--- src/cpatm_pkg.sv ---
// Shared types, constants and the control program of the attitude mixer.
`timescale 1ns / 1ps

package cpatm_pkg;

    // Field widths
    localparam int ANG_W      = 13;
    localparam int RATE_W     = 16;
    localparam int GAIN_W     = 16;
    localparam int PULSE_W    = 11;
    localparam int ERR_W      = ANG_W + 1;
    localparam int INT_W      = 32;
    localparam int CFG_IDX_W  = 3;
    localparam int CFG_DATA_W = 16;

    // Datapath widths
    localparam int MUL_A_W = INT_W + 1;
    localparam int MUL_B_W = GAIN_W + 2;
    localparam int PROD_W  = MUL_A_W + MUL_B_W;
    localparam int W_W     = 50;
    localparam int ACC_W   = 56;
    localparam int DIV_W   = 34;
    localparam int QUO_W   = 8;
    localparam int CNT_W   = 3;
    localparam int STEP_W  = 4;

    // Fixed-point constants
    localparam int STEPS_PER_SEC = 200;
    localparam int REF_DEN       = 51200;
    localparam int THRUST_DEN    = 204800;
    localparam int PULSE_BASE    = 1500;
    localparam int PULSE_SPAN    = 160;
    localparam int DIV_SCALE     = THRUST_DEN / PULSE_SPAN;
    localparam int DIV_HI        = DIV_SCALE * (2 ** (QUO_W - 1));

    // Register reset values
    localparam int RST_KP_GAIN = 1280;
    localparam int RST_KI_GAIN = 256;
    localparam int RST_TRIM    = 2560;
    localparam int RST_LIMIT   = 10240;

    typedef enum logic [CFG_IDX_W-1:0] {
        CFG_ROLL_TARGET   = 3'd0,
        CFG_PITCH_TARGET  = 3'd1,
        CFG_KP_ROLL_GAIN  = 3'd2,
        CFG_KI_ROLL_GAIN  = 3'd3,
        CFG_KP_PITCH_GAIN = 3'd4,
        CFG_KI_PITCH_GAIN = 3'd5,
        CFG_TRIM_THRUST   = 3'd6,
        CFG_THRUST_LIMIT  = 3'd7
    } t_cfg_idx;

    typedef struct packed {
        logic [ANG_W-1:0]  roll_target;
        logic [ANG_W-1:0]  pitch_target;
        logic [GAIN_W-1:0] kp_roll_gain;
        logic [GAIN_W-1:0] ki_roll_gain;
        logic [GAIN_W-1:0] kp_pitch_gain;
        logic [GAIN_W-1:0] ki_pitch_gain;
        logic [GAIN_W-1:0] trim_thrust;
        logic [GAIN_W-1:0] thrust_limit;
    } t_cfg;

    typedef struct packed {
        logic [ANG_W-1:0]  roll_angle;
        logic [ANG_W-1:0]  pitch_angle;
        logic [RATE_W-1:0] roll_rate;
        logic [RATE_W-1:0] pitch_rate;
    } t_in_req;

    typedef struct packed {
        logic [PULSE_W-1:0] pulse_first;
        logic [PULSE_W-1:0] pulse_second;
        logic [PULSE_W-1:0] pulse_third;
    } t_out_req;

    typedef enum logic [1:0] {
        SLOT_FIRST  = 2'd0,
        SLOT_SECOND = 2'd1,
        SLOT_THIRD  = 2'd2
    } t_slot;

    typedef struct packed {
        logic               valid;
        t_slot              slot;
        logic [PULSE_W-1:0] pulse;
    } t_div_res;

    // Micro-op fields
    typedef enum logic [2:0] {
        MA_E_ROLL    = 3'd0,
        MA_E_PITCH   = 3'd1,
        MA_PROD      = 3'd2,
        MA_INT_ROLL  = 3'd3,
        MA_INT_PITCH = 3'd4,
        MA_RATE_P    = 3'd5,
        MA_RATE_Q    = 3'd6
    } t_mul_a;

    typedef enum logic [2:0] {
        MB_KP_ROLL  = 3'd0,
        MB_KP_PITCH = 3'd1,
        MB_KI_ROLL  = 3'd2,
        MB_KI_PITCH = 3'd3,
        MB_STEP     = 3'd4,
        MB_REF      = 3'd5
    } t_mul_b;

    typedef enum logic [1:0] {
        AB_ZERO = 2'd0,
        AB_ACC  = 2'd1,
        AB_TRIM = 2'd2
    } t_acc_base;

    typedef enum logic [2:0] {
        AO_NONE  = 3'd0,
        AO_PROD  = 3'd1,
        AO_W0X10 = 3'd2,
        AO_W1X10 = 3'd3,
        AO_W0X5  = 3'd4,
        AO_W1X5  = 3'd5
    } t_acc_opnd;

    // Hold conditions: the step repeats while its condition is true
    typedef enum logic [1:0] {
        COND_NONE    = 2'd0,
        COND_IN      = 2'd1,
        COND_DIV     = 2'd2,
        COND_DIV_OUT = 2'd3
    } t_cond;

    typedef struct packed {
        logic              accept;
        logic              mul_en;
        t_mul_a            mul_a;
        t_mul_b            mul_b;
        logic              acc_en;
        t_acc_base         acc_base;
        t_acc_opnd         acc_opnd;
        logic              acc_sub;
        logic              st_w0;
        logic              st_w1;
        logic              div_start;
        t_slot             div_slot;
        logic              emit;
        t_cond             cond;
        logic              jump_en;
        logic [STEP_W-1:0] jump_to;
    } t_ctrl;

    localparam logic [STEP_W-1:0] STEP_ACCEPT = '0;

    localparam t_ctrl CTRL_NOP = '{
        accept:    1'b0,
        mul_en:    1'b0,
        mul_a:     MA_E_ROLL,
        mul_b:     MB_KP_ROLL,
        acc_en:    1'b0,
        acc_base:  AB_ZERO,
        acc_opnd:  AO_NONE,
        acc_sub:   1'b0,
        st_w0:     1'b0,
        st_w1:     1'b0,
        div_start: 1'b0,
        div_slot:  SLOT_FIRST,
        emit:      1'b0,
        cond:      COND_NONE,
        jump_en:   1'b0,
        jump_to:   STEP_ACCEPT
    };

    // Control program: one word per step
    function automatic t_ctrl ucode_word(input logic [STEP_W-1:0] step);
        t_ctrl cw;
        cw = CTRL_NOP;
        case (step)
            4'd0: begin
                cw.accept = 1'b1;
                cw.cond   = COND_IN;
            end
            4'd1: begin
                cw.mul_en = 1'b1; cw.mul_a = MA_E_ROLL; cw.mul_b = MB_KP_ROLL;
            end
            4'd2: begin
                cw.mul_en = 1'b1; cw.mul_a = MA_PROD; cw.mul_b = MB_STEP;
            end
            4'd3: begin
                cw.acc_en = 1'b1; cw.acc_base = AB_ZERO;
                cw.acc_opnd = AO_PROD; cw.acc_sub = 1'b1;
                cw.mul_en = 1'b1; cw.mul_a = MA_INT_ROLL; cw.mul_b = MB_KI_ROLL;
            end
            4'd4: begin
                cw.acc_en = 1'b1; cw.acc_base = AB_ACC;
                cw.acc_opnd = AO_PROD; cw.acc_sub = 1'b1;
                cw.mul_en = 1'b1; cw.mul_a = MA_RATE_P; cw.mul_b = MB_REF;
            end
            4'd5: begin
                cw.acc_en = 1'b1; cw.acc_base = AB_ACC; cw.acc_opnd = AO_PROD;
                cw.st_w0 = 1'b1;
                cw.mul_en = 1'b1; cw.mul_a = MA_E_PITCH; cw.mul_b = MB_KP_PITCH;
            end
            4'd6: begin
                cw.mul_en = 1'b1; cw.mul_a = MA_PROD; cw.mul_b = MB_STEP;
            end
            4'd7: begin
                cw.acc_en = 1'b1; cw.acc_base = AB_ZERO;
                cw.acc_opnd = AO_PROD; cw.acc_sub = 1'b1;
                cw.mul_en = 1'b1; cw.mul_a = MA_INT_PITCH; cw.mul_b = MB_KI_PITCH;
            end
            4'd8: begin
                cw.acc_en = 1'b1; cw.acc_base = AB_ACC;
                cw.acc_opnd = AO_PROD; cw.acc_sub = 1'b1;
                cw.mul_en = 1'b1; cw.mul_a = MA_RATE_Q; cw.mul_b = MB_REF;
            end
            4'd9: begin
                cw.acc_en = 1'b1; cw.acc_base = AB_ACC; cw.acc_opnd = AO_PROD;
                cw.st_w1 = 1'b1;
            end
            4'd10: begin
                cw.acc_en = 1'b1; cw.acc_base = AB_TRIM;
                cw.acc_opnd = AO_W0X10; cw.acc_sub = 1'b1;
            end
            4'd11: begin
                cw.div_start = 1'b1; cw.div_slot = SLOT_FIRST;
                cw.acc_en = 1'b1; cw.acc_base = AB_TRIM;
                cw.acc_opnd = AO_W1X10; cw.acc_sub = 1'b1;
            end
            4'd12: begin
                cw.cond = COND_DIV;
                cw.div_start = 1'b1; cw.div_slot = SLOT_SECOND;
                cw.acc_en = 1'b1; cw.acc_base = AB_TRIM;
                cw.acc_opnd = AO_W0X5; cw.acc_sub = 1'b1;
            end
            4'd13: begin
                cw.acc_en = 1'b1; cw.acc_base = AB_ACC;
                cw.acc_opnd = AO_W1X5; cw.acc_sub = 1'b1;
            end
            4'd14: begin
                cw.cond = COND_DIV;
                cw.div_start = 1'b1; cw.div_slot = SLOT_THIRD;
            end
            4'd15: begin
                cw.cond    = COND_DIV_OUT;
                cw.emit    = 1'b1;
                cw.jump_en = 1'b1;
                cw.jump_to = STEP_ACCEPT;
            end
            default: begin
                cw = CTRL_NOP;
            end
        endcase
        return cw;
    endfunction

endpackage

--- src/cpatm_if.sv ---
// Request channel interfaces: sensor input, pulse output and register write.
`timescale 1ns / 1ps

interface cpatm_in_if;
    import cpatm_pkg::*;
    logic    valid;
    logic    ready;
    t_in_req data;
    modport source (output valid, output data, input ready);
    modport sink (input valid, input data, output ready);
endinterface

interface cpatm_out_if;
    import cpatm_pkg::*;
    logic     valid;
    logic     ready;
    t_out_req data;
    modport source (output valid, output data, input ready);
    modport sink (input valid, input data, output ready);
endinterface

interface cpatm_cfg_if;
    import cpatm_pkg::*;
    logic                  valid;
    logic                  ready;
    logic [CFG_IDX_W-1:0]  index;
    logic [CFG_DATA_W-1:0] data;
    modport source (output valid, output index, output data, input ready);
    modport sink (input valid, input index, input data, output ready);
endinterface

--- src/cascaded_pi_attitude_thrust_mixer_unit.sv ---
// Top level of the cascaded PI attitude controller with three-thruster mixer.
// Each accepted request carries roll, pitch (rad x 1024) and roll and pitch rate
// (rad/s x 1024). On accept the block advances two saturating 32-bit angle-error
// integrators, then a 16-step control program runs an outer PI loop per axis to
// form rate references, takes the rate errors through the fixed mixer rows
// (10,0), (0,10) and (5,5), subtracts them from the trim thrust and maps each
// thrust, clamped to 0..thrust_limit, to a 1500..1660 us pulse. All products
// go through one shared 33x18 multiplier and all three pulses through one
// bit-serial divider. Each division runs a clamp check, eight quotient bits and
// a hand-over; a thrust that clamps skips the quotient bits. Three steps of the
// program wait on the divider, and the final step also waits while an earlier
// result is unread. The program returns to its accept step in the cycle after
// the result is loaded, so a new request is taken only once the last one has
// run through the program. The result sits in an output register, so the
// block takes the next request while it waits to be read. Registers are
// written through the configuration channel, which is always ready; write
// them only while idle.
`timescale 1ns / 1ps

module cascaded_pi_attitude_thrust_mixer_unit (
    input  logic         i_clk,
    input  logic         i_rst_n,
    cpatm_in_if.sink     i_in,
    cpatm_out_if.source  o_out,
    cpatm_cfg_if.sink    i_cfg
);
    import cpatm_pkg::*;

    t_cfg               r_cfg;
    t_ctrl              ctrl;
    logic               in_ready;
    logic               div_busy;
    logic               out_busy;
    t_div_res           div_res;
    logic signed [ACC_W-1:0] acc;
    logic [PULSE_W-1:0] r_stage_first;
    logic [PULSE_W-1:0] r_stage_second;
    logic [PULSE_W-1:0] r_stage_third;
    logic               r_out_valid;
    t_out_req           r_out;

    // Configuration registers: every write is taken at once
    assign i_cfg.ready = 1'b1;

    always_ff @(posedge i_clk) begin
        if (!i_rst_n) begin
            r_cfg.roll_target   <= '0;
            r_cfg.pitch_target  <= '0;
            r_cfg.kp_roll_gain  <= GAIN_W'(RST_KP_GAIN);
            r_cfg.ki_roll_gain  <= GAIN_W'(RST_KI_GAIN);
            r_cfg.kp_pitch_gain <= GAIN_W'(RST_KP_GAIN);
            r_cfg.ki_pitch_gain <= GAIN_W'(RST_KI_GAIN);
            r_cfg.trim_thrust   <= GAIN_W'(RST_TRIM);
            r_cfg.thrust_limit  <= GAIN_W'(RST_LIMIT);
        end else if (i_cfg.valid) begin
            case (t_cfg_idx'(i_cfg.index))
                CFG_ROLL_TARGET:   r_cfg.roll_target   <= i_cfg.data[ANG_W-1:0];
                CFG_PITCH_TARGET:  r_cfg.pitch_target  <= i_cfg.data[ANG_W-1:0];
                CFG_KP_ROLL_GAIN:  r_cfg.kp_roll_gain  <= i_cfg.data;
                CFG_KI_ROLL_GAIN:  r_cfg.ki_roll_gain  <= i_cfg.data;
                CFG_KP_PITCH_GAIN: r_cfg.kp_pitch_gain <= i_cfg.data;
                CFG_KI_PITCH_GAIN: r_cfg.ki_pitch_gain <= i_cfg.data;
                CFG_TRIM_THRUST:   r_cfg.trim_thrust   <= i_cfg.data;
                CFG_THRUST_LIMIT:  r_cfg.thrust_limit  <= i_cfg.data;
                default: begin
                end
            endcase
        end
    end

    // Hold the program at its final step while the last result is unread
    assign out_busy   = r_out_valid && !o_out.ready;
    assign i_in.ready = in_ready;

    cpatm_seq u_seq (
        .i_clk      (i_clk),
        .i_rst_n    (i_rst_n),
        .i_in_valid (i_in.valid),
        .i_div_busy (div_busy),
        .i_out_busy (out_busy),
        .o_in_ready (in_ready),
        .o_ctrl     (ctrl)
    );

    cpatm_dpath u_dpath (
        .i_clk   (i_clk),
        .i_rst_n (i_rst_n),
        .i_cfg   (r_cfg),
        .i_in    (i_in.data),
        .i_ctrl  (ctrl),
        .o_acc   (acc)
    );

    cpatm_div u_div (
        .i_clk    (i_clk),
        .i_rst_n  (i_rst_n),
        .i_start  (ctrl.div_start),
        .i_slot   (ctrl.div_slot),
        .i_thrust (acc),
        .i_limit  (r_cfg.thrust_limit),
        .o_busy   (div_busy),
        .o_res    (div_res)
    );

    // Collect the three pulses as the divider hands them over
    always_ff @(posedge i_clk) begin
        if (div_res.valid) begin
            case (div_res.slot)
                SLOT_FIRST:  r_stage_first  <= div_res.pulse;
                SLOT_SECOND: r_stage_second <= div_res.pulse;
                SLOT_THIRD:  r_stage_third  <= div_res.pulse;
                default: begin
                end
            endcase
        end
    end

    // Output register: load on emit, drop valid once the request is taken
    always_ff @(posedge i_clk) begin
        if (!i_rst_n) begin
            r_out_valid <= 1'b0;
        end else if (ctrl.emit) begin
            r_out_valid <= 1'b1;
        end else if (o_out.ready) begin
            r_out_valid <= 1'b0;
        end
    end

    always_ff @(posedge i_clk) begin
        if (ctrl.emit) begin
            r_out.pulse_first  <= r_stage_first;
            r_out.pulse_second <= r_stage_second;
            r_out.pulse_third  <= r_stage_third;
        end
    end

    assign o_out.valid = r_out_valid;
    assign o_out.data  = r_out;

endmodule

--- src/cpatm_seq.sv ---
// Microcode sequencer: step counter, program lookup and hold conditions.
`timescale 1ns / 1ps

module cpatm_seq (
    input  logic           i_clk,
    input  logic           i_rst_n,
    input  logic           i_in_valid,
    input  logic           i_div_busy,
    input  logic           i_out_busy,
    output logic           o_in_ready,
    output cpatm_pkg::t_ctrl o_ctrl
);
    import cpatm_pkg::*;

    logic [STEP_W-1:0] r_step;
    logic [STEP_W-1:0] n_step;
    t_ctrl             cw;
    logic              hold;

    assign cw         = ucode_word(r_step);
    assign o_in_ready = cw.accept;

    always_comb begin
        case (cw.cond)
            COND_NONE:    hold = 1'b0;
            COND_IN:      hold = !i_in_valid;
            COND_DIV:     hold = i_div_busy;
            COND_DIV_OUT: hold = i_div_busy || i_out_busy;
            default:      hold = 1'b0;
        endcase
    end

    // Suppress every action of a held step
    assign o_ctrl = hold ? CTRL_NOP : cw;

    always_comb begin
        if (hold) begin
            n_step = r_step;
        end else if (cw.jump_en) begin
            n_step = cw.jump_to;
        end else begin
            n_step = r_step + 1'b1;
        end
    end

    always_ff @(posedge i_clk) begin
        if (!i_rst_n) begin
            r_step <= STEP_ACCEPT;
        end else begin
            r_step <= n_step;
        end
    end

    a_start_free: assert property (@(posedge i_clk) disable iff (!i_rst_n)
        o_ctrl.div_start |-> !i_div_busy)
        else $error("divider started while busy");

    a_emit_free: assert property (@(posedge i_clk) disable iff (!i_rst_n)
        o_ctrl.emit |-> (!i_out_busy && !i_div_busy))
        else $error("result emitted over a pending request");

    a_accept_valid: assert property (@(posedge i_clk) disable iff (!i_rst_n)
        o_ctrl.accept |-> i_in_valid)
        else $error("request taken without valid");

endmodule

--- src/cpatm_dpath.sv ---
// Datapath: error integrators, shared multiplier, accumulator and rate errors.
`timescale 1ns / 1ps

module cpatm_dpath (
    input  logic                                  i_clk,
    input  logic                                  i_rst_n,
    input  cpatm_pkg::t_cfg                       i_cfg,
    input  cpatm_pkg::t_in_req                    i_in,
    input  cpatm_pkg::t_ctrl                      i_ctrl,
    output logic signed [cpatm_pkg::ACC_W-1:0]    o_acc
);
    import cpatm_pkg::*;

    function automatic logic signed [INT_W-1:0] sat_add(
        input logic signed [INT_W-1:0] acc,
        input logic signed [ERR_W-1:0] e
    );
        logic signed [INT_W:0] s;
        s = {acc[INT_W-1], acc} + {{(INT_W + 1 - ERR_W){e[ERR_W-1]}}, e};
        if (s[INT_W] != s[INT_W-1]) begin
            sat_add = s[INT_W] ? {1'b1, {(INT_W - 1){1'b0}}}
                               : {1'b0, {(INT_W - 1){1'b1}}};
        end else begin
            sat_add = s[INT_W-1:0];
        end
    endfunction

    logic signed [ERR_W-1:0]   e_roll;
    logic signed [ERR_W-1:0]   e_pitch;
    logic signed [ERR_W-1:0]   r_e_roll;
    logic signed [ERR_W-1:0]   r_e_pitch;
    logic signed [INT_W-1:0]   r_int_roll;
    logic signed [INT_W-1:0]   r_int_pitch;
    logic signed [RATE_W-1:0]  r_rate_p;
    logic signed [RATE_W-1:0]  r_rate_q;
    logic signed [MUL_A_W-1:0] mul_a;
    logic signed [MUL_B_W-1:0] mul_b;
    logic signed [PROD_W-1:0]  mul_p;
    logic signed [PROD_W-1:0]  r_prod;
    logic signed [ACC_W-1:0]   r_acc;
    logic signed [ACC_W-1:0]   n_acc;
    logic signed [ACC_W-1:0]   r_trim_den;
    logic signed [W_W-1:0]     r_w0;
    logic signed [W_W-1:0]     r_w1;
    logic signed [ACC_W-1:0]   w0e;
    logic signed [ACC_W-1:0]   w1e;
    logic signed [ACC_W-1:0]   base;
    logic signed [ACC_W-1:0]   opnd;

    assign e_roll  = {i_cfg.roll_target[ANG_W-1], i_cfg.roll_target}
                   - {i_in.roll_angle[ANG_W-1], i_in.roll_angle};
    assign e_pitch = {i_cfg.pitch_target[ANG_W-1], i_cfg.pitch_target}
                   - {i_in.pitch_angle[ANG_W-1], i_in.pitch_angle};

    // Latch the request and advance the integrators on accept
    always_ff @(posedge i_clk) begin
        if (!i_rst_n) begin
            r_int_roll  <= '0;
            r_int_pitch <= '0;
        end else if (i_ctrl.accept) begin
            r_int_roll  <= sat_add(r_int_roll, e_roll);
            r_int_pitch <= sat_add(r_int_pitch, e_pitch);
        end
    end

    always_ff @(posedge i_clk) begin
        if (i_ctrl.accept) begin
            r_e_roll  <= e_roll;
            r_e_pitch <= e_pitch;
            r_rate_p  <= i_in.roll_rate;
            r_rate_q  <= i_in.pitch_rate;
        end
    end

    always_comb begin
        case (i_ctrl.mul_a)
            MA_E_ROLL:    mul_a = {{(MUL_A_W - ERR_W){r_e_roll[ERR_W-1]}}, r_e_roll};
            MA_E_PITCH:   mul_a = {{(MUL_A_W - ERR_W){r_e_pitch[ERR_W-1]}}, r_e_pitch};
            MA_PROD:      mul_a = r_prod[MUL_A_W-1:0];
            MA_INT_ROLL:  mul_a = {r_int_roll[INT_W-1], r_int_roll};
            MA_INT_PITCH: mul_a = {r_int_pitch[INT_W-1], r_int_pitch};
            MA_RATE_P:    mul_a = {{(MUL_A_W - RATE_W){r_rate_p[RATE_W-1]}}, r_rate_p};
            MA_RATE_Q:    mul_a = {{(MUL_A_W - RATE_W){r_rate_q[RATE_W-1]}}, r_rate_q};
            default:      mul_a = '0;
        endcase
    end

    always_comb begin
        case (i_ctrl.mul_b)
            MB_KP_ROLL:  mul_b = {2'b00, i_cfg.kp_roll_gain};
            MB_KP_PITCH: mul_b = {2'b00, i_cfg.kp_pitch_gain};
            MB_KI_ROLL:  mul_b = {2'b00, i_cfg.ki_roll_gain};
            MB_KI_PITCH: mul_b = {2'b00, i_cfg.ki_pitch_gain};
            MB_STEP:     mul_b = MUL_B_W'(STEPS_PER_SEC);
            MB_REF:      mul_b = MUL_B_W'(REF_DEN);
            default:     mul_b = '0;
        endcase
    end

    assign mul_p = mul_a * mul_b;

    assign w0e = {{(ACC_W - W_W){r_w0[W_W-1]}}, r_w0};
    assign w1e = {{(ACC_W - W_W){r_w1[W_W-1]}}, r_w1};

    always_comb begin
        case (i_ctrl.acc_base)
            AB_ZERO: base = '0;
            AB_ACC:  base = r_acc;
            AB_TRIM: base = r_trim_den;
            default: base = '0;
        endcase
    end

    always_comb begin
        case (i_ctrl.acc_opnd)
            AO_NONE:  opnd = '0;
            AO_PROD:  opnd = {{(ACC_W - PROD_W){r_prod[PROD_W-1]}}, r_prod};
            AO_W0X10: opnd = (w0e <<< 3) + (w0e <<< 1);
            AO_W1X10: opnd = (w1e <<< 3) + (w1e <<< 1);
            AO_W0X5:  opnd = (w0e <<< 2) + w0e;
            AO_W1X5:  opnd = (w1e <<< 2) + w1e;
            default:  opnd = '0;
        endcase
    end

    assign n_acc = i_ctrl.acc_sub ? (base - opnd) : (base + opnd);

    always_ff @(posedge i_clk) begin
        r_trim_den <= ACC_W'(i_cfg.trim_thrust) * ACC_W'(THRUST_DEN);
        if (i_ctrl.mul_en) begin
            r_prod <= mul_p;
        end
        if (i_ctrl.acc_en) begin
            r_acc <= n_acc;
        end
        if (i_ctrl.st_w0) begin
            r_w0 <= n_acc[W_W-1:0];
        end
        if (i_ctrl.st_w1) begin
            r_w1 <= n_acc[W_W-1:0];
        end
    end

    assign o_acc = r_acc;

endmodule

--- src/cpatm_div.sv ---
// Pulse mapper: clamps a thrust numerator and divides it down, one bit a cycle.
`timescale 1ns / 1ps

module cpatm_div (
    input  logic                               i_clk,
    input  logic                               i_rst_n,
    input  logic                               i_start,
    input  cpatm_pkg::t_slot                   i_slot,
    input  logic signed [cpatm_pkg::ACC_W-1:0] i_thrust,
    input  logic [cpatm_pkg::GAIN_W-1:0]       i_limit,
    output logic                               o_busy,
    output cpatm_pkg::t_div_res                o_res
);
    import cpatm_pkg::*;

    typedef enum logic [2:0] {
        DS_IDLE  = 3'b001,
        DS_CHECK = 3'b010,
        DS_ITER  = 3'b100
    } t_div_state;

    t_div_state              r_state;
    logic signed [ACC_W-1:0] r_t;
    t_slot                   r_slot;
    logic [DIV_W-1:0]        r_top;
    logic [DIV_W-1:0]        r_dsh0;
    logic [DIV_W-1:0]        r_rem;
    logic [DIV_W-1:0]        r_dsh;
    logic [QUO_W-1:0]        r_quo;
    logic [CNT_W-1:0]        r_cnt;
    logic                    r_res_valid;
    t_slot                   r_res_slot;
    logic [PULSE_W-1:0]      r_res_pulse;
    logic signed [ACC_W-1:0] top_ext;
    logic [DIV_W:0]          diff;
    logic [QUO_W-1:0]        quo_next;

    assign top_ext  = {{(ACC_W - DIV_W){1'b0}}, r_top};
    assign diff     = {1'b0, r_rem} - {1'b0, r_dsh};
    assign quo_next = {r_quo[QUO_W-2:0], ~diff[DIV_W]};

    always_ff @(posedge i_clk) begin
        r_top  <= DIV_W'(i_limit) * DIV_W'(THRUST_DEN);
        r_dsh0 <= DIV_W'(i_limit) * DIV_W'(DIV_HI);
    end

    always_ff @(posedge i_clk) begin
        if (!i_rst_n) begin
            r_state     <= DS_IDLE;
            r_res_valid <= 1'b0;
        end else begin
            r_res_valid <= 1'b0;
            case (r_state)
                DS_IDLE: begin
                    if (i_start) begin
                        r_state <= DS_CHECK;
                    end
                end
                DS_CHECK: begin
                    if (i_limit == '0 || r_t <= 0 || r_t >= top_ext) begin
                        r_res_valid <= 1'b1;
                        r_state     <= DS_IDLE;
                    end else begin
                        r_state <= DS_ITER;
                    end
                end
                DS_ITER: begin
                    if (r_cnt == '0) begin
                        r_res_valid <= 1'b1;
                        r_state     <= DS_IDLE;
                    end
                end
                default: begin
                    r_state <= DS_IDLE;
                end
            endcase
        end
    end

    // Latch the operand, then clamp or run one quotient bit per cycle
    always_ff @(posedge i_clk) begin
        case (r_state)
            DS_IDLE: begin
                if (i_start) begin
                    r_t        <= i_thrust;
                    r_slot     <= i_slot;
                    r_res_slot <= i_slot;
                end
            end
            DS_CHECK: begin
                r_rem <= r_t[DIV_W-1:0];
                r_dsh <= r_dsh0;
                r_quo <= '0;
                r_cnt <= CNT_W'(QUO_W - 1);
                if (i_limit == '0 || r_t <= 0) begin
                    r_res_pulse <= PULSE_W'(PULSE_BASE);
                end else begin
                    r_res_pulse <= PULSE_W'(PULSE_BASE + PULSE_SPAN);
                end
            end
            DS_ITER: begin
                if (!diff[DIV_W]) begin
                    r_rem <= diff[DIV_W-1:0];
                end
                r_dsh       <= r_dsh >> 1;
                r_quo       <= quo_next;
                r_cnt       <= r_cnt - 1'b1;
                r_res_pulse <= PULSE_W'(PULSE_BASE) + PULSE_W'(quo_next);
                r_res_slot  <= r_slot;
            end
            default: begin
                r_res_slot <= r_slot;
            end
        endcase
    end

    assign o_busy      = (r_state != DS_IDLE) || r_res_valid;
    assign o_res.valid = r_res_valid;
    assign o_res.slot  = r_res_slot;
    assign o_res.pulse = r_res_pulse;

    a_iter_done: assert property (@(posedge i_clk) disable iff (!i_rst_n)
        (r_state == DS_ITER && r_cnt == '0) |=> r_res_valid)
        else $error("division finished without a result");

    a_pulse_range: assert property (@(posedge i_clk) disable iff (!i_rst_n)
        r_res_valid |-> (r_res_pulse >= PULSE_W'(PULSE_BASE)
                      && r_res_pulse <= PULSE_W'(PULSE_BASE + PULSE_SPAN)))
        else $error("pulse outside its span");

    a_start_check: assert property (@(posedge i_clk) disable iff (!i_rst_n)
        (r_state == DS_IDLE && i_start) |=> (r_state == DS_CHECK))
        else $error("start did not reach the clamp check");

endmodule
--- src/flat_wrapper.sv ---
// flat-port wrapper written by rule: the top's interface ports become plain ports
module cascaded_pi_attitude_thrust_mixer_unit_flat import cpatm_pkg::*;
  (i_clk, i_rst_n, i_in_valid, i_in_data, i_in_ready, o_out_valid, o_out_data, o_out_ready, i_cfg_valid, i_cfg_index, i_cfg_data, i_cfg_ready);
  cpatm_in_if i_in_i ();
  cpatm_out_if o_out_i ();
  cpatm_cfg_if i_cfg_i ();
  input  logic i_clk;
  input  logic i_rst_n;
  input wire logic [$bits(i_in_i.valid)-1:0] i_in_valid;
  input wire logic [$bits(i_in_i.data)-1:0] i_in_data;
  output wire logic [$bits(i_in_i.ready)-1:0] i_in_ready;
  output wire logic [$bits(o_out_i.valid)-1:0] o_out_valid;
  output wire logic [$bits(o_out_i.data)-1:0] o_out_data;
  input wire logic [$bits(o_out_i.ready)-1:0] o_out_ready;
  input wire logic [$bits(i_cfg_i.valid)-1:0] i_cfg_valid;
  input wire logic [$bits(i_cfg_i.index)-1:0] i_cfg_index;
  input wire logic [$bits(i_cfg_i.data)-1:0] i_cfg_data;
  output wire logic [$bits(i_cfg_i.ready)-1:0] i_cfg_ready;
  assign i_in_i.valid = i_in_valid;
  assign i_in_i.data = i_in_data;
  assign i_in_ready = i_in_i.ready;
  assign o_out_valid = o_out_i.valid;
  assign o_out_data = o_out_i.data;
  assign o_out_i.ready = o_out_ready;
  assign i_cfg_i.valid = i_cfg_valid;
  assign i_cfg_i.index = i_cfg_index;
  assign i_cfg_i.data = i_cfg_data;
  assign i_cfg_ready = i_cfg_i.ready;
  cascaded_pi_attitude_thrust_mixer_unit u_core (.i_clk(i_clk), .i_rst_n(i_rst_n), .i_in(i_in_i), .o_out(o_out_i), .i_cfg(i_cfg_i));
endmodule
--- config.mk ---
export PLATFORM = sky130hd
export DESIGN_NAME = cascaded_pi_attitude_thrust_mixer_unit_flat
export DESIGN_NICKNAME = d
export VERILOG_FILES = /design/src/cpatm_pkg.sv /design/src/cpatm_if.sv /design/src/cascaded_pi_attitude_thrust_mixer_unit.sv /design/src/cpatm_seq.sv /design/src/cpatm_dpath.sv /design/src/cpatm_div.sv /design/src/flat_wrapper.sv
export SDC_FILE = /design/constraint.sdc
export NUM_CORES = 2
export LEC_CHECK = 0
export BUFFER_PORTS_ARGS = -buffer_cell sky130_fd_sc_hd__buf_2
export CORE_AREA = 2 2 394 396
export DETAILED_ROUTE_END_ITERATION = 10
export DIE_AREA = 0 0 396 398
export PLACE_DENSITY_LB_ADDON = 0.1
export SLEW_MARGIN = 20
export SYNTH_ARGS = -nofsm -noshare
export SYNTH_HDL_FRONTEND = slang
export SYNTH_SLANG_ARGS = --single-unit
--- constraint.sdc ---
create_clock -name i_clk -period 16.1 [get_ports i_clk]
set_input_delay 1.61 -clock i_clk [delete_from_list [all_inputs] [get_ports i_clk]]
set_output_delay 1.61 -clock i_clk [all_outputs]
set_load 0.03 [all_outputs]
==> impl_metrics.py <==
metrics = {
    "floorplanning": {
        "die_h_um": 398,
        "rows": 144,
        "core_region_area_sq_um": 153000,
        "dieArea_sq_um": 158000,
        "ioPinCount": 118,
        "die_w_um": 396,
        "start_util_pct": 43.7,
    },
    "min_path": {
        "hold_path_class": "reg2reg",
        "hold_path_end": "u_core.o_out.data[11]$_DFFE_PP_",
        "holdPathStages": 0,
        "hp-start": "u_core.r_stage_second[0]$_DFFE_PP_",
    },
    "sta": {
        "tightest_slew_ps": 1220,
        "fin_ws_ps": 4050,
        "slew_headroom_pct": 18.7,
        "finalSetupTns_ps": 0,
        "rsz0062_at_grt": "no",
        "fin_skew_ps": 64.5,
        "finalCriticalPeriod_ps": 12050,
        "finalSetupViolations": 0,
        "whs_ps": 411,
        "slew_viol_final": 0,
        "finalCritPeriodShare_pct": 74.9,
        "hold_violations": 0,
        "max_freq_mhz": 83.0,
    },
    "clock_tree": {
        "postCtsResizedCells": 0,
        "numCtsBuffers": 87,
        "clk_pin_slew_ps": 60,
        "clock_latency_ps": 730,
        "ctsLongestPathBuffers": 3,
        "cts_sinks": 726,
        "cts_setup_buffers": 0,
        "htreeDepth": 3,
        "cts_tree": "built",
        "cts-hold-fix-buffers": 0,
        "clock-root-buffer": "clkbuf_16",
    },
    "final_layout": {
        "area_growth_pct": 8.61,
        "fillers": 14700,
        "fin_cells": 9481,
        "drive_above_1_share_pct": 6.07,
        "utilization_pct": 47.5,
        "layout.nets": 8547,
    },
    "synth": {
        "ys_warn_count": 0,
        "synthArstFlopShare_pct": 0,
        "synth_fa_ha_area_share_pct": 26.6,
        "synth_top_flop_cell": "edfxtp_1",
        "synth_top_family_by_area": "adder cells",
        "synth-edff-count": 472,
        "synth_xor_area_share_pct": 4.66,
        "syn_area_per_cell_sq_um": 9.05,
        "ys_seq_area_share_pct": 28.7,
        "ys_ff_latch": 726,
        "synthMuxAreaShare_pct": 1.45,
        "synth_compound_area_share_pct": 17.3,
        "synthCells": 7408,
        "yosys.area_share.simple_pct": 13.9,
        "ys_types": 99,
        "syn_area_sq_um": 67100,
    },
    "placed_design": {
        "dp.cells": 9315,
        "hpwl_mm": 160,
        "place.gp.congestion": 0.905,
        "numPortBuffers": 113,
        "pre_cts_slack_ps": 3680,
    },
    "critical_path": {
        "critPathKind": "reg2reg",
        "critPathLaunchType": "flip-flop",
        "cpPeakStageDelay_ps": 740,
        "r2r_cells": 37,
        "r2r_setup_slack_ps": 4050,
        "cp_num_buf_inv": 6,
        "reg2reg_to": "u_core.u_dpath.r_prod[49]$_DFFE_PP_",
        "crit_top_cell": "fa_1",
        "crit_arrival_ps": 12460,
        "crit_family": "compound AO/OA/AOI/OAI gates",
        "r2r_start": "u_core.u_seq.r_step[0]$_SDFFE_PN0N_",
        "crit_slowest_cell": "a221oi_1",
        "worst-path-max-fanout": 17,
        "crit_path_end_kind": "flip-flop",
        "crit_required_ps": 16510,
    },
    "outcome": {
        "outcome": "complete, no violations",
    },
    "global_routing": {
        "grt_pass1_wl_mm": 317,
        "grt-ovfl-total": 0,
        "antenna_found_initial": 4,
        "grt_usage_pct": 25.9,
        "grt_max_degree": 104,
        "grt_pass1_vias": 53000,
    },
    "power": {
        "powerDensity_nw_per_um2": 230,
        "vdd_drop_max_mv": 0.193,
        "leakagePower_uw": 0.0318,
    },
    "routing": {
        "vias_per_cell": 5.58,
        "drc": 0,
        "drt-total-wl_mm": 204,
        "drt_iter0_drc": 3666,
        "ant_nets": 0,
        "vias": 52900,
        "dr.pass1.iters": 6,
        "wl_per_cell_um": 21.5,
    },
    "run": {
        "maxCapViolCount": 0,
    },
}
-- cells in the final DEF, fill, tap and decap left out, types with 133 or more instances in the layout --
cell type / n
nand2_1: 894
inv_1: 936
o21ai_0: 414
nor2_1: 498
ha_1: 569
a21oi_1: 460
fa_1: 534
a21boi_0: 133
dfxtp_1: 254
edfxtp_1: 472
xnor2_1: 249
-- worst max-delay path by stage --
stage                     cells after the start                                  end                                 from  slack, ps
after floorplan                              35  u_core.u_dpath.r_prod[49]$_DFFE_PP_                          o_out_ready       3480
after detailed placement                     37  u_core.u_dpath.r_prod[49]$_DFFE_PP_                          o_out_ready       3680
after global routing                         37  u_core.u_dpath.r_prod[49]$_DFFE_PP_  u_core.u_seq.r_step[0]$_SDFFE_PN0N_       3230
final                                        37  u_core.u_dpath.r_prod[49]$_DFFE_PP_  u_core.u_seq.r_step[0]$_SDFFE_PN0N_       4050
after CTS                                    34  u_core.u_dpath.r_prod[49]$_DFFE_PP_  u_core.u_seq.r_step[1]$_SDFFE_PN0N_       4010
after global placement                       36  u_core.u_dpath.r_prod[49]$_DFFE_PP_                          o_out_ready       2540
-- logic make-up (layout without fill, tap and decap cells) --
| family | count (synthesis) | in the layout |
|---|---|---|
| and+or+nand+nor | 2065 | 2065 |
| AOI/OAI and AO/OA | 1780 | 1780 |
| buffers and inverters | 1277 | 1301 |
| adders and majority gates | 1106 | 1106 |
| DFF | 726 | 726 |
| xor gates and xnor gates | 357 | 357 |
| muxes | 96 | 96 |
| other | 1 | 6 |
-- synth_stat cells (all sizes together), types with 49 or more instances --
cell type / instances / share of area, %
inv: 937 / 5.2
nand2: 897 / 5.0
ha: 569 / 11
fa: 534 / 16
nor2: 505 / 2.8
edfxtp: 472 / 21
a21oi: 464 / 3.5
o21ai: 430 / 3.2
clkbuf: 291 / 1.6
dfxtp: 254 / 7.6
xnor2: 250 / 3.3
a21boi: 136 / 1.5
a21o: 131 / 1.5
xor2: 107 / 1.4
nand3: 103 / 0.77
nor3: 93 / 0.71
and2: 90 / 0.84
mux2i: 86 / 1.3
nand2b: 81 / 0.76
o21bai: 69 / 0.77
o21a: 60 / 0.67
nand4: 58 / 0.54
nor2b: 56 / 0.52
o211ai: 52 / 0.58
buf: 49 / 0.41
-- layer usage --
metal | GRT usage [%] | up-vias | routed length [um]
met5 | 0 | - | 21
met1 | 36.4 | 26000 | 94700
met4 | 8.59 | 4 | 7180
li1 | - | 25300 | -
met3 | 3.05 | 292 | 10300
met2 | 41.3 | 1316 | 91800
-- flip-flops by register name, summed over array words and instances (netlist names), 14 cells and up --
signal                      count
u_core.o_out.data              30
u_core.r_cfg                  122
u_core.u_div.r_dsh             34
u_core.u_div.r_dsh0            19
u_core.u_div.r_rem             34
u_core.u_div.r_t               56
u_core.u_div.r_top             19
u_core.u_dpath.o_acc           56
u_core.u_dpath.r_e_pitch       14
u_core.u_dpath.r_e_roll        14
u_core.u_dpath.r_int_pitch     32
u_core.u_dpath.r_int_roll      32
u_core.u_dpath.r_prod          50
u_core.u_dpath.r_rate_p        16
u_core.u_dpath.r_rate_q        16
u_core.u_dpath.r_trim_den      21
u_core.u_dpath.r_w0            50
u_core.u_dpath.r_w1            50
-- stage by stage --
| stage | area, sq um | total power, uW |
|---|---|---|
| 6_report | 72800 | 16800 |
| 3_5_place_dp | 69800 | 14700 |
| 3_3_place_gp | 69700 | 14600 |
| 4_1_cts | 72800 | 16800 |
| 5_1_grt | 72800 | 18500 |
| 2_1_floorplan | 67100 | 11500 |
-- area by class of cell --
class,instances,area [sq um],area share (%)
Multi-Input combinational cell,5408,43200,59.4
Inverter,937,3520,4.83
Clock buffer,120,2480,3.40
Clock inverter,42,533,0.732
Antenna cell,2,5.00,0.00687
Sequential cell,726,19300,26.4
Tap cell,2044,2560,3.51
Timing Repair Buffer,202,1240,1.71
-- power by group --
| group | leakage (uW) | switching (uW) | total [uW] | internal [uW] |
|---|---|---|---|---|
| Combinational | 0.0238 | 7140 | 11600 | 4440 |
| Sequential | 0.00656 | 241 | 3140 | 2900 |
| Clock | 0.00144 | 876 | 2060 | 1190 |
| Total | 0.0318 | 8250 | 16800 | 8530 |
Power figures use the tool's default switching activity.
